[config.mk]
export PLATFORM = sky130hd
export DESIGN_NAME = i2c_master_bit_engine
export DESIGN_NICKNAME = d
export VERILOG_FILES = /design/src/rtl/i2cmbe_pkg.sv /design/src/rtl/i2c_master_bit_engine.sv
export SDC_FILE = /design/constraint.sdc
export NUM_CORES = 1
export LEC_CHECK = 0
export BUFFER_PORTS_ARGS = -buffer_cell sky130_fd_sc_hd__buf_4
export CAP_MARGIN = 15
export CELL_PAD_IN_SITES_DETAIL_PLACEMENT = 0
export CELL_PAD_IN_SITES_GLOBAL_PLACEMENT = 2
export CORE_MARGIN = 5
export CORE_UTILIZATION = 35
export CTS_CLUSTER_DIAMETER = 60
export CTS_CLUSTER_SIZE = 30
export DETAILED_ROUTE_END_ITERATION = 6
export PLACE_DENSITY_LB_ADDON = 0.15
export SLEW_MARGIN = 0
export SYNTH_ARGS = -nofsm -noshare
export SYNTH_HDL_FRONTEND = slang
export SYNTH_SLANG_ARGS = --single-unit
[constraint.sdc]
create_clock -name clk -period 3.36 [get_ports clk]
set_clock_uncertainty 0.1 [all_clocks]
set_input_delay 0.336 -clock clk [delete_from_list [all_inputs] [get_ports clk]]
set_output_delay 0.336 -clock clk [all_outputs]
set_load 0.05 [all_outputs]
[src/rtl/i2cmbe_pkg.sv]
// ----------------------------------------------------------------------------
// i2cmbe_pkg
// Shared types and constants of the I2C master bit engine.
// ----------------------------------------------------------------------------
package i2cmbe_pkg;

	localparam int CMD_W    = 3;
	localparam int BYTE_W   = 8;
	localparam int DLY_W    = 10;
	localparam int BIT_W    = 4;
	localparam int CFG_IDX_W = 1;
	localparam int CFG_W    = 8;
	localparam int IN_W     = 16;
	localparam int OUT_W    = 16;

	localparam logic [CFG_W-1:0] TICKS_RST   = 8'd1;
	localparam logic [CFG_W-1:0] TIMEOUT_RST = 8'd250;
	localparam logic [BIT_W-1:0] BITS_PER_BYTE = 4'd8;

	localparam logic [CFG_IDX_W-1:0] CFG_TICKS   = 1'd0;
	localparam logic [CFG_IDX_W-1:0] CFG_TIMEOUT = 1'd1;

	localparam logic [CMD_W-1:0] CMD_START = 3'd1;
	localparam logic [CMD_W-1:0] CMD_STOP  = 3'd2;
	localparam logic [CMD_W-1:0] CMD_WRITE = 3'd3;
	localparam logic [CMD_W-1:0] CMD_READ  = 3'd4;
	localparam logic [CMD_W-1:0] CMD_WAIT  = 3'd5;

	typedef enum logic [16:0] {
		PH_IDLE    = 17'h00001,
		PH_ST_A    = 17'h00002,
		PH_ST_B    = 17'h00004,
		PH_SP_A    = 17'h00008,
		PH_SP_B    = 17'h00010,
		PH_SPF_A   = 17'h00020,
		PH_SPF_B   = 17'h00040,
		PH_WA_REL  = 17'h00080,
		PH_WA_CLK  = 17'h00100,
		PH_WA_POLL = 17'h00200,
		PH_WR_DAT  = 17'h00400,
		PH_WR_HI   = 17'h00800,
		PH_WR_LO   = 17'h01000,
		PH_RD_LO   = 17'h02000,
		PH_RD_HI   = 17'h04000,
		PH_AK_LO   = 17'h08000,
		PH_AK_HI   = 17'h10000
	} phase_t;

endpackage

[src/rtl/i2c_master_bit_engine.sv]
// Output: the result of an accepted tick transaction is registered and appears in the cycle after it.
// Throughput: one tick transaction per cycle while the output is empty or taken; the sequencer advances once
// per accepted tick and the output register takes the result in the same edge.
// Reset: asynchronous, active low; idle, SCL and SDA high, SDA released,
// ticks_per_us 1, ack_timeout 250, output register empty.
// ----------------------------------------------------------------------------
// i2c_master_bit_engine
// Tick-driven I2C master: start, stop, byte write/read and ACK polling.
// ----------------------------------------------------------------------------
module i2c_master_bit_engine
	import i2cmbe_pkg::*;
(
	input  logic                 clk,
	input  logic                 arst_n,
	input  logic                 s_tvalid,
	output logic                 s_tready,
	input  logic [IN_W-1:0]      s_tdata,   // cmd[2:0], tx_byte[10:3], send_ack[11], sda_in[12]
	output logic                 m_tvalid,
	input  logic                 m_tready,
	output logic [OUT_W-1:0]     m_tdata,   // scl_out, sda_out, sda_drive, busy_res, done_res,
	                                        // rx_byte[12:5], ack_fail[13]
	input  logic                 cfg_wen,
	input  logic [CFG_IDX_W-1:0] cfg_index,
	input  logic [CFG_W-1:0]     cfg_data
);

	logic [CFG_W-1:0] tpu_q, ato_q;

	phase_t            phase_q, phase_d;
	logic [DLY_W-1:0]  dly_q, dly_d, dly_dec, dly1, dly2, dly4;
	logic [BIT_W-1:0]  bit_q, bit_d, bit_inc;
	logic [BYTE_W-1:0] shf_q, shf_d, poll_q, poll_d, rx_q, rx_d;
	logic              scl_q, scl_d, sda_q, sda_d, drv_q, drv_d;
	logic              fail_q, fail_d, ackc_q, ackc_d, done_d;

	logic [CMD_W-1:0]  in_cmd;
	logic [BYTE_W-1:0] in_tx;
	logic              in_ack, in_sda, s_fire;
	logic [CFG_W-1:0]  tpu_eff;

	assign in_cmd = s_tdata[2:0];
	assign in_tx  = s_tdata[10:3];
	assign in_ack = s_tdata[11];
	assign in_sda = s_tdata[12];

	assign s_tready = !m_tvalid || m_tready;
	assign s_fire   = s_tvalid && s_tready;

	assign tpu_eff = (tpu_q == '0) ? TICKS_RST : tpu_q;
	assign dly1    = {2'b00, tpu_eff};
	assign dly2    = {1'b0, tpu_eff, 1'b0};
	assign dly4    = {tpu_eff, 2'b00};
	assign dly_dec = (dly_q != '0) ? dly_q - 1'b1 : '0;
	assign bit_inc = bit_q + 1'b1;

	always_ff @(posedge clk or negedge arst_n) begin
		if (!arst_n) begin
			tpu_q <= TICKS_RST;
			ato_q <= TIMEOUT_RST;
		end else if (cfg_wen) begin
			case (cfg_index)
				CFG_TICKS:   tpu_q <= cfg_data;
				CFG_TIMEOUT: ato_q <= cfg_data;
				default: ;
			endcase
		end
	end

	always_comb begin
		phase_d = phase_q;
		dly_d   = dly_q;
		bit_d   = bit_q;
		shf_d   = shf_q;
		poll_d  = poll_q;
		scl_d   = scl_q;
		sda_d   = sda_q;
		drv_d   = drv_q;
		rx_d    = rx_q;
		fail_d  = fail_q;
		ackc_d  = ackc_q;
		done_d  = 1'b0;
		case (phase_q)
			PH_IDLE: begin
				bit_d = '0;
				case (in_cmd)
					CMD_START: begin
						drv_d = 1'b1; sda_d = 1'b1; scl_d = 1'b1;
						dly_d = dly4; phase_d = PH_ST_A;
					end
					CMD_STOP: begin
						drv_d = 1'b1; scl_d = 1'b0; sda_d = 1'b0;
						dly_d = dly4; phase_d = PH_SP_A;
					end
					CMD_WRITE: begin
						drv_d = 1'b1; scl_d = 1'b0;
						sda_d = in_tx[7]; shf_d = {in_tx[6:0], 1'b0};
						dly_d = dly2; phase_d = PH_WR_DAT;
					end
					CMD_READ: begin
						drv_d = 1'b0; scl_d = 1'b0; shf_d = '0; ackc_d = in_ack;
						dly_d = dly2; phase_d = PH_RD_LO;
					end
					CMD_WAIT: begin
						drv_d = 1'b0; sda_d = 1'b1; poll_d = '0;
						dly_d = dly1; phase_d = PH_WA_REL;
					end
					default: ;
				endcase
			end
			PH_WA_POLL: begin
				if (!in_sda) begin
					scl_d = 1'b0; fail_d = 1'b0; phase_d = PH_IDLE; done_d = 1'b1;
				end else if (poll_q >= ato_q) begin
					drv_d = 1'b1; scl_d = 1'b0; sda_d = 1'b0;
					dly_d = dly4; phase_d = PH_SPF_A;
				end else begin
					poll_d = poll_q + 1'b1;
				end
			end
			default: begin
				dly_d = dly_dec;
				if (dly_dec == '0) begin
					case (phase_q)
						PH_ST_A: begin
							sda_d = 1'b0; dly_d = dly4; phase_d = PH_ST_B;
						end
						PH_ST_B: begin
							scl_d = 1'b0; phase_d = PH_IDLE; done_d = 1'b1;
						end
						PH_SP_A: begin
							scl_d = 1'b1; sda_d = 1'b1; dly_d = dly4; phase_d = PH_SP_B;
						end
						PH_SPF_A: begin
							scl_d = 1'b1; sda_d = 1'b1; dly_d = dly4; phase_d = PH_SPF_B;
						end
						PH_SPF_B: begin
							fail_d = 1'b1; phase_d = PH_IDLE; done_d = 1'b1;
						end
						PH_WA_REL: begin
							scl_d = 1'b1; dly_d = dly1; phase_d = PH_WA_CLK;
						end
						PH_WA_CLK: begin
							if (!in_sda) begin
								scl_d = 1'b0; fail_d = 1'b0;
								phase_d = PH_IDLE; done_d = 1'b1;
							end else if (poll_q >= ato_q) begin
								drv_d = 1'b1; scl_d = 1'b0; sda_d = 1'b0;
								dly_d = dly4; phase_d = PH_SPF_A;
							end else begin
								poll_d = poll_q + 1'b1; phase_d = PH_WA_POLL;
							end
						end
						PH_WR_DAT: begin
							scl_d = 1'b1; dly_d = dly2; phase_d = PH_WR_HI;
						end
						PH_WR_HI: begin
							scl_d = 1'b0; dly_d = dly2; phase_d = PH_WR_LO;
						end
						PH_WR_LO: begin
							bit_d = bit_inc;
							if (bit_inc >= BITS_PER_BYTE) begin
								phase_d = PH_IDLE; done_d = 1'b1;
							end else begin
								sda_d = shf_q[7]; shf_d = {shf_q[6:0], 1'b0};
								dly_d = dly2; phase_d = PH_WR_DAT;
							end
						end
						PH_RD_LO: begin
							scl_d = 1'b1; shf_d = {shf_q[6:0], in_sda};
							dly_d = dly1; phase_d = PH_RD_HI;
						end
						PH_RD_HI: begin
							bit_d = bit_inc; scl_d = 1'b0; dly_d = dly2;
							if (bit_inc >= BITS_PER_BYTE) begin
								drv_d = 1'b1; sda_d = !ackc_q; phase_d = PH_AK_LO;
							end else begin
								phase_d = PH_RD_LO;
							end
						end
						PH_AK_LO: begin
							scl_d = 1'b1; dly_d = dly2; phase_d = PH_AK_HI;
						end
						PH_AK_HI: begin
							scl_d = 1'b0; rx_d = shf_q; phase_d = PH_IDLE; done_d = 1'b1;
						end
						default: begin
							phase_d = PH_IDLE; done_d = 1'b1;
						end
					endcase
				end
			end
		endcase
	end

	always_ff @(posedge clk or negedge arst_n) begin
		if (!arst_n) begin
			phase_q <= PH_IDLE;
			dly_q   <= '0;
			bit_q   <= '0;
			shf_q   <= '0;
			poll_q  <= '0;
			scl_q   <= 1'b1;
			sda_q   <= 1'b1;
			drv_q   <= 1'b0;
			rx_q    <= '0;
			fail_q  <= 1'b0;
			ackc_q  <= 1'b0;
		end else if (s_fire) begin
			phase_q <= phase_d;
			dly_q   <= dly_d;
			bit_q   <= bit_d;
			shf_q   <= shf_d;
			poll_q  <= poll_d;
			scl_q   <= scl_d;
			sda_q   <= sda_d;
			drv_q   <= drv_d;
			rx_q    <= rx_d;
			fail_q  <= fail_d;
			ackc_q  <= ackc_d;
		end
	end

	always_ff @(posedge clk or negedge arst_n) begin
		if (!arst_n) begin
			m_tvalid <= 1'b0;
		end else if (s_fire) begin
			m_tvalid <= 1'b1;
		end else if (m_tready) begin
			m_tvalid <= 1'b0;
		end
	end

	always_ff @(posedge clk) begin
		if (s_fire) begin
			m_tdata <= {2'b00, fail_d, rx_d, done_d, (phase_d != PH_IDLE),
			            drv_d, sda_d, scl_d};
		end
	end

	a_fire_loads: assert property (@(posedge clk) disable iff (!arst_n)
		s_fire |=> m_tvalid)
		else $error("accepted tick produced no result");

	a_done_not_busy: assert property (@(posedge clk) disable iff (!arst_n)
		m_tvalid |-> !(m_tdata[4] && m_tdata[3]))
		else $error("done and busy reported together");

	a_bit_range: assert property (@(posedge clk) disable iff (!arst_n)
		bit_q <= BITS_PER_BYTE)
		else $error("bit counter out of range");

	a_read_released: assert property (@(posedge clk) disable iff (!arst_n)
		(phase_q == PH_RD_LO || phase_q == PH_RD_HI) |-> !drv_q)
		else $error("SDA driven during read data bits");

endmodule
==> impl_metrics.toml, run 1 <==
[yosys]
mappedNetlistArea_um2 = 5877
yosysWarningCount = 0
syn_area_per_cell_um2 = 9.373
synth.distinct_cells = 80
synth_edf_count = 14
netlist_instances = 627
async_set_or_reset_flop_fraction_in_the_synthesized_netlist_pct = 84.62
synth.ff_latch_count = 91
yosysSeqAreaShare_pct = 40.15
postSynth.topFlopCell = "dfrtp_1"

[die]
die_x_um = 139.6
die_y_um = 139.6
std_cell_rows = 47
design.portCount = 48
die_ar_um2 = 19480
initial_core_util_pct = 35.56
core_area_um2 = 16520

[sta]
period_minus_slack_ps = 3224
timing.hold.ws_ps = 92.82
timing_max_transition_violations_final = 0
min_period_over_period_pct = 95.94
clock.fmax_mhz = 310.2
hold_violations = 0
totalNegativeSetupSlack_ps = 0
worst_slew_margin_rel_pct = 46.72
worstMarginPinSlew_ps = 794.4
setup-violations-final = 0

[critical_path]
setup.worst_path.end_class = "register"
setup.worst_path.start = "dly_q[0]"
timing.critical_path.fanout_max = 6
slowest_delay_ps = 510
required_ps = 3350
critical_path_arrival_ps = 3210
critical_path.startpoint_type = "register"
timing.critical_path.cells = "inv_1 > ha_1 > or4b_4 > o41ai_4 > o31a_2 > nand3_1 > nor4_2 > o221ai_1 > a2111o_1"
critPathSlowestCell = "or4b_4"
timing.setup.critical_path_class = "register to register"
r2r-start = "dly_q[0]"

[cells_and_area]
drive_gt1_share_pct = 27.06
syn_to_final_growth_pct = 21.74
finish.net_count = 756
most_common_cell_after_layout_fill_and_taps_aside = "buf_4"
fill_cells = 1685
insertedDiodeCount = 0
most_used_cells_in_the_layout_excluding_fill_and_tap_cells = "buf_4 (102), dfrtp_1 (67), o21ai_0 (57)"
fin_cells = 937

[clocking]
clk_root_buffer_cell = "clkbuf_16"
worstSkewPairLatency_ps = 350
h-tree-depth = 3
clockBufferDepth = 2
cts_setup_buffers = 0
path_clk_slew_ps = 70
tritoncts = "done"
cts.sinks = 91
tritoncts.num_buffers = 9

[drt]
route.detailed.wl_per_inst_um = 20.28
drtAntennaViolNets = 0
detail_route.wirelength_um = 19000
drt_drc_violations_left = 0
routed-via-count = 5412
post_drt_via_cell_ratio = 5.776
drt_first_pass_iters = 5
detailedRoute.firstIterationViolations = 356

[global_route]
first_global_vias = 5371
grt_overflow_total = 0
global_route.usage.met2_pct = 31.88
top_usage_layer = "met2"
globalRouteTotalUtil_pct = 19.64
met1_usage_pct = 27.48
grt_antenna_before_repair = 0
grt_first_pass_wirelength_um = 30580
grt_util_met3_pct = 2.298
maximum_number_of_pins_on_one_net_before_global_route_repair = 30

[power_and_ir_drop]
power.leakage_nw = 2.979
seqPwrFrac_pct = 42.1
pwr_density_cell_nw_per_um2 = 469.2
p_clk_share_pct = 32.5
peakVddDrop_mv = 0.2301
net-switching-power_w = 0.001154
switching_share_pct = 34.37
p_int_w = 0.002203
combinationalPowerShare_pct = 25.3

[placed_design]
dp_hpwl_um = 14620
count_of_placed_standard_cells_including_taps = 920
gpl.final_weighted_congestion = 0.8794
portBuffers = 42

[job]
max-cap-violations = 0

[outcome]
status = "completed"

[worst_hold_path]
hp-class = "primary input to register"
worst_hold_start = "s_tvalid"
==> repair_timing <==
| action | 4_1_cts | 5_1_grt |
|---|---|---|
| resized for setup | 0 | 3 |
| hold buffers | 1 | 0 |
| hold endpoints to repair | 24 | 0 |
| setup endpoints to repair | 0 | 25 |
==> registers in the layout, summed over array words and instances, names as in the netlist, 4 cells and up <==
signal,cells
m_tdata,14
shf_q,8
ato_q,8
phase_q,17
tpu_q,8
rx_q,8
bit_q,4
dly_q,10
poll_q,8
==> power by group through the flow <==
stage	clock, W	combinational, W	sequential, W
after floorplan	0	0.000517	0.00141
after global placement	0	0.000835	0.00142
after detailed placement	0	0.000838	0.00143
after CTS	0.00113	0.000842	0.00141
after global routing	0.00117	0.000933	0.00143
final	0.00109	0.000850	0.00141
==> critical path: cells and delay by family (launching register included) <==
family,cells,cell delay [ps]
adders and majority gates,1,180
AOI/OAI and AO/OA,4,1140
buffers and inverters,1,130
DFF,1,410
and+or+nand+nor,3,990
==> metrics by stage <==
step / cell area, um^2 / power, W / util (%) / setup WS [ps]
2_1_floorplan: 5881 / 0.001926 / - / 32.27
3_3_place_gp: 6808 / 0.002259 / 41.20 / 72.48
3_5_place_dp: 6808 / 0.002265 / 41.20 / 18.60
4_1_cts: 7131 / 0.003376 / 43.15 / 4.570
5_1_grt: 7154 / 0.003530 / 43.30 / -20.14
6_report: 7154 / 0.003357 / 43.30 / 136.4
==> area by class of cell <==
type,instances,area (um^2),share of cell area (%)
Clock buffer,9,225.2,3.148
Multi-Input combinational cell,477,3302,46.15
Tap cell,220,275.3,3.847
Inverter,29,108.9,1.522
Timing Repair Buffer,104,795.8,11.12
Sequential cell,91,2360,32.98
Clock inverter,7,87.58,1.224
==> cell usage after synthesis (all sizes together), types with 3 or more instances <==
cell type	instances	share of area [%]
a2111oi	3	0.45
a211oi	8	1.0
a21oi	21	1.9
a221oi	6	0.89
a22o	9	1.3
a22oi	7	0.89
a31oi	12	1.3
and2	4	0.43
and3	4	0.43
buf	8	0.81
clkbuf	23	1.5
dfrtp	67	29
dfstp	10	4.5
edfxtp	14	7.2
ha	14	3.0
inv	28	1.8
mux2	40	8.2
mux2i	3	0.72
nand2	55	3.5
nand2b	13	1.4
nand3	13	1.1
nand3b	3	0.60
nand4	13	1.7
nor2	46	2.9
nor3	24	2.0
nor3b	4	0.51
nor4	18	2.7
o211ai	3	0.38
o21ai	60	5.1
o221ai	4	0.60
o22ai	14	1.6
o31ai	7	0.89
o32ai	5	0.75
or2	6	0.64
or3	6	0.72
or4	7	0.96
or4b	3	0.57
xnor2	7	1.0
xor2	3	0.45
==> final timing paths <==
| check | end | slack, ps | cells after the start |
|---|---|---|---|
| worst max-delay path | m_tdata[3] | 140 | 9 |
| worst min-delay path | m_tvalid | 90 | 2 |
| worst max register to register | m_tdata[3] | 140 | 9 |
| worst min register to register | rx_q[3] | 390 | 1 |
| max in group asynchronous | ato_q[7] | 2040 | 3 |
| min in group asynchronous | phase_q[4] | 350 | 2 |
==> cells by family (layout without fill, tap and decap cells) <==
| logic type | count (synthesis) | in the layout | share of synthesized area, % |
|---|---|---|---|
| AOI/OAI and AO/OA | 180 | 180 | 20.63 |
| xor gates and xnor gates | 10 | 10 | 1.490 |
| adders and majority gates | 14 | 14 | 2.981 |
| buffers and inverters | 60 | 149 | 4.130 |
| DFF | 91 | 91 | 40.15 |
| muxes | 43 | 43 | 8.899 |
| other | 1 | 2 | 0.06381 |
| and+or+nand+nor | 228 | 228 | 21.65 |
==> per-layer routing <==
layer / vias up / wire [um]
met3: 31 / 907
li1: 2553 / -
met1: 2650 / 8736
met5: - / 0
met4: 0 / 416
met2: 178 / 8942
No activity file was read; power rests on OpenSTA's default activity.
==> inputs of run 2 (changes only) <==
Settings changed: SETUP_SLACK_MARGIN from default to 0.2.
==> run 2 against run 1 <==
Against the previous run:
- global-route usage is 0.088 points higher
- setup slack better by 80 ps
- power hardly changed
- critical endpoint is now phase_q[7]
- non-clock buffer count is 17 higher
- worst hold slack worse by 9.6 ps
- largest cell class unchanged
- sequential power hardly changed
- design area is 3.0% higher
- via count is 1.7% higher
- die area stayed put
- critical path depth is 1 higher
- clock-buffer cell count stayed put
==> impl_metrics.toml, run 2 (same netlist as run 1, synthesis figures left out) <==
[die]
die_x_um = 139.6
design.portCount = 48
die_y_um = 139.6
die_ar_um2 = 19480
std_cell_rows = 47
initial_core_util_pct = 35.56
core_area_um2 = 16520

[sta]
clock.fmax_mhz = 318.1
timing.hold.ws_ps = 83.22
worstMarginPinSlew_ps = 854.0
worst_slew_margin_rel_pct = 42.69
grt_setup_unrepaired = "yes"
period_minus_slack_ps = 3143
timing_max_transition_violations_final = 0
min_period_over_period_pct = 93.56
setup-violations-final = 0
hold_violations = 0

[clocking]
path_clk_slew_ps = 70
h-tree-depth = 3
tritoncts.num_buffers = 9
tritoncts = "done"
clk_root_buffer_cell = "clkbuf_16"
cts.sinks = 91
worstSkewPairLatency_ps = 360
clockBufferDepth = 2

[critical_path]
timing.critical_path.fanout_max = 6
worstRegToRegCells = 10
worstReg2RegEnd = "phase_q[7]"
setup.worst_path.start = "dly_q[1]"
critical_path.startpoint_type = "register"
required_ps = 3510
r2r-start = "dly_q[1]"
timing.setup.critical_path_class = "register to register"
critical_path_arrival_ps = 3290
reg2reg_slack_ps = 220
setup.worst_path.end_class = "register"

[power_and_ir_drop]
p_int_w = 0.002174
total_design_power_w = 0.003356
seqPwrFrac_pct = 42.0
power.leakage_nw = 3.069
combinationalPowerShare_pct = 27.5
net-switching-power_w = 0.001182
switching_share_pct = 35.21
p_clk_share_pct = 30.4
pwr_density_cell_nw_per_um2 = 455.4
peakVddDrop_mv = 0.2226

[cells_and_area]
fill_cells = 1621
largest_register_ffs = 17
postLayoutCoreUtil_pct = 44.60
top_regs = "phase_q x17, m_tdata x14, dly_q x10"
seqCellArea_um2 = 2360
fin_cells = 954
registers.top_by_ff_count = "phase_q"
drive_gt1_share_pct = 30.79
finish.net_count = 773
insertedDiodeCount = 0
syn_to_final_growth_pct = 25.40
most_common_cell_after_layout_fill_and_taps_aside = "buf_4"
most_used_cells_in_the_layout_excluding_fill_and_tap_cells = "buf_4 (115), dfrtp_1 (67), o21ai_0 (56)"
post-route-cell-area_um2 = 7370
multi_input_comb_area_um2 = 3395

[drt]
drt_drc_violations_left = 0
drt_first_pass_iters = 7
detail_route.wirelength_um = 19530
post_drt_via_cell_ratio = 5.770
route.detailed.wl_per_inst_um = 20.47
routed-via-count = 5505
drtAntennaViolNets = 0
detailedRoute.firstIterationViolations = 427

[global_route]
globalRouteTotalUtil_pct = 19.73
grt_first_pass_wirelength_um = 30420
grt_overflow_total = 0
grt_antenna_before_repair = 0
maximum_number_of_pins_on_one_net_before_global_route_repair = 55
first_global_vias = 5379

[placed_design]
gpl.final_weighted_congestion = 0.9068
portBuffers = 42
post_dp_cell_area_um2 = 6900
count_of_placed_standard_cells_including_taps = 929
dp_hpwl_um = 14640

[worst_hold_path]
min_delay_worst_endpoint = "m_tvalid"
timing.hold.worst_path_depth = 2
hp-class = "primary input to register"
worst_hold_start = "s_tvalid"

[job]
max-cap-violations = 0

[outcome]
status = "completed"
==> run 2: worst max-delay path: stages, from the launching register on <==
cell,delay [ps]
dfrtp_1,390
inv_2,100
ha_4,130
or4b_4,490
o41ai_4,250
o31a_2,280
buf_6,140
a31oi_1,150
or4b_4,600
buf_4,180
a22o_1,230
==> run 2: worst max path at each step <==
stage                 end  slack, ps  cells past startpoint
2_1_floorplan     rx_q[3]        210                      9
3_3_place_gp      rx_q[6]        130                     10
3_5_place_dp      rx_q[6]         -8                     10
4_1_cts         poll_q[3]        210                      8
5_1_grt           rx_q[1]         90                     10
6_report       phase_q[7]        220                     10
==> run 2: through the flow <==
stage	TNS, ps	setup WS (ps)
after floorplan	0	209.4
after global placement	0	130.6
after detailed placement	-13.25	-7.802
after CTS	0	213.8
after global routing	0	94.22
final	0	216.5
==> run 2: layer usage <==
layer | GRT usage [%] | vias up | part of all wire (%)
li1 | - | 2580 | -
met1 | 27.07 | 2704 | 45
met2 | 31.32 | 195 | 47
met3 | 3.362 | 26 | 5.6
met4 | 7.394 | 0 | 2.1
met5 | 0 | - | 0
==> run 2: area by class of cell <==
type                    count  share of cell area, %
inverters                  29                  1.477
clock buffers               9                  3.056
clock inverters             7                 0.7980
well taps                 220                  3.735
repair buffers            121                  12.85
multi-input cells         477                  46.06
flip-flops and latches     91                  32.02
==> run 2: power groups by stage <==
stage | logic, W | clock network [W] | registers, W
finish | 0.000924 | 0.00102 | 0.00141
global route | 0.00101 | 0.00109 | 0.00143
CTS | 0.000886 | 0.00105 | 0.00141
detailed placement | 0.000852 | 0 | 0.00142
global placement | 0.000846 | 0 | 0.00142
floorplan | 0.000527 | 0 | 0.00141
==> run 2: repair_timing <==
item	4_1_cts	5_1_grt
hold endpoints to repair	41	0
gates resized for setup	3	23
pin swaps	2	2
hold buffers	1	0
setup endpoints to repair	30	45
buffers inserted	7	1
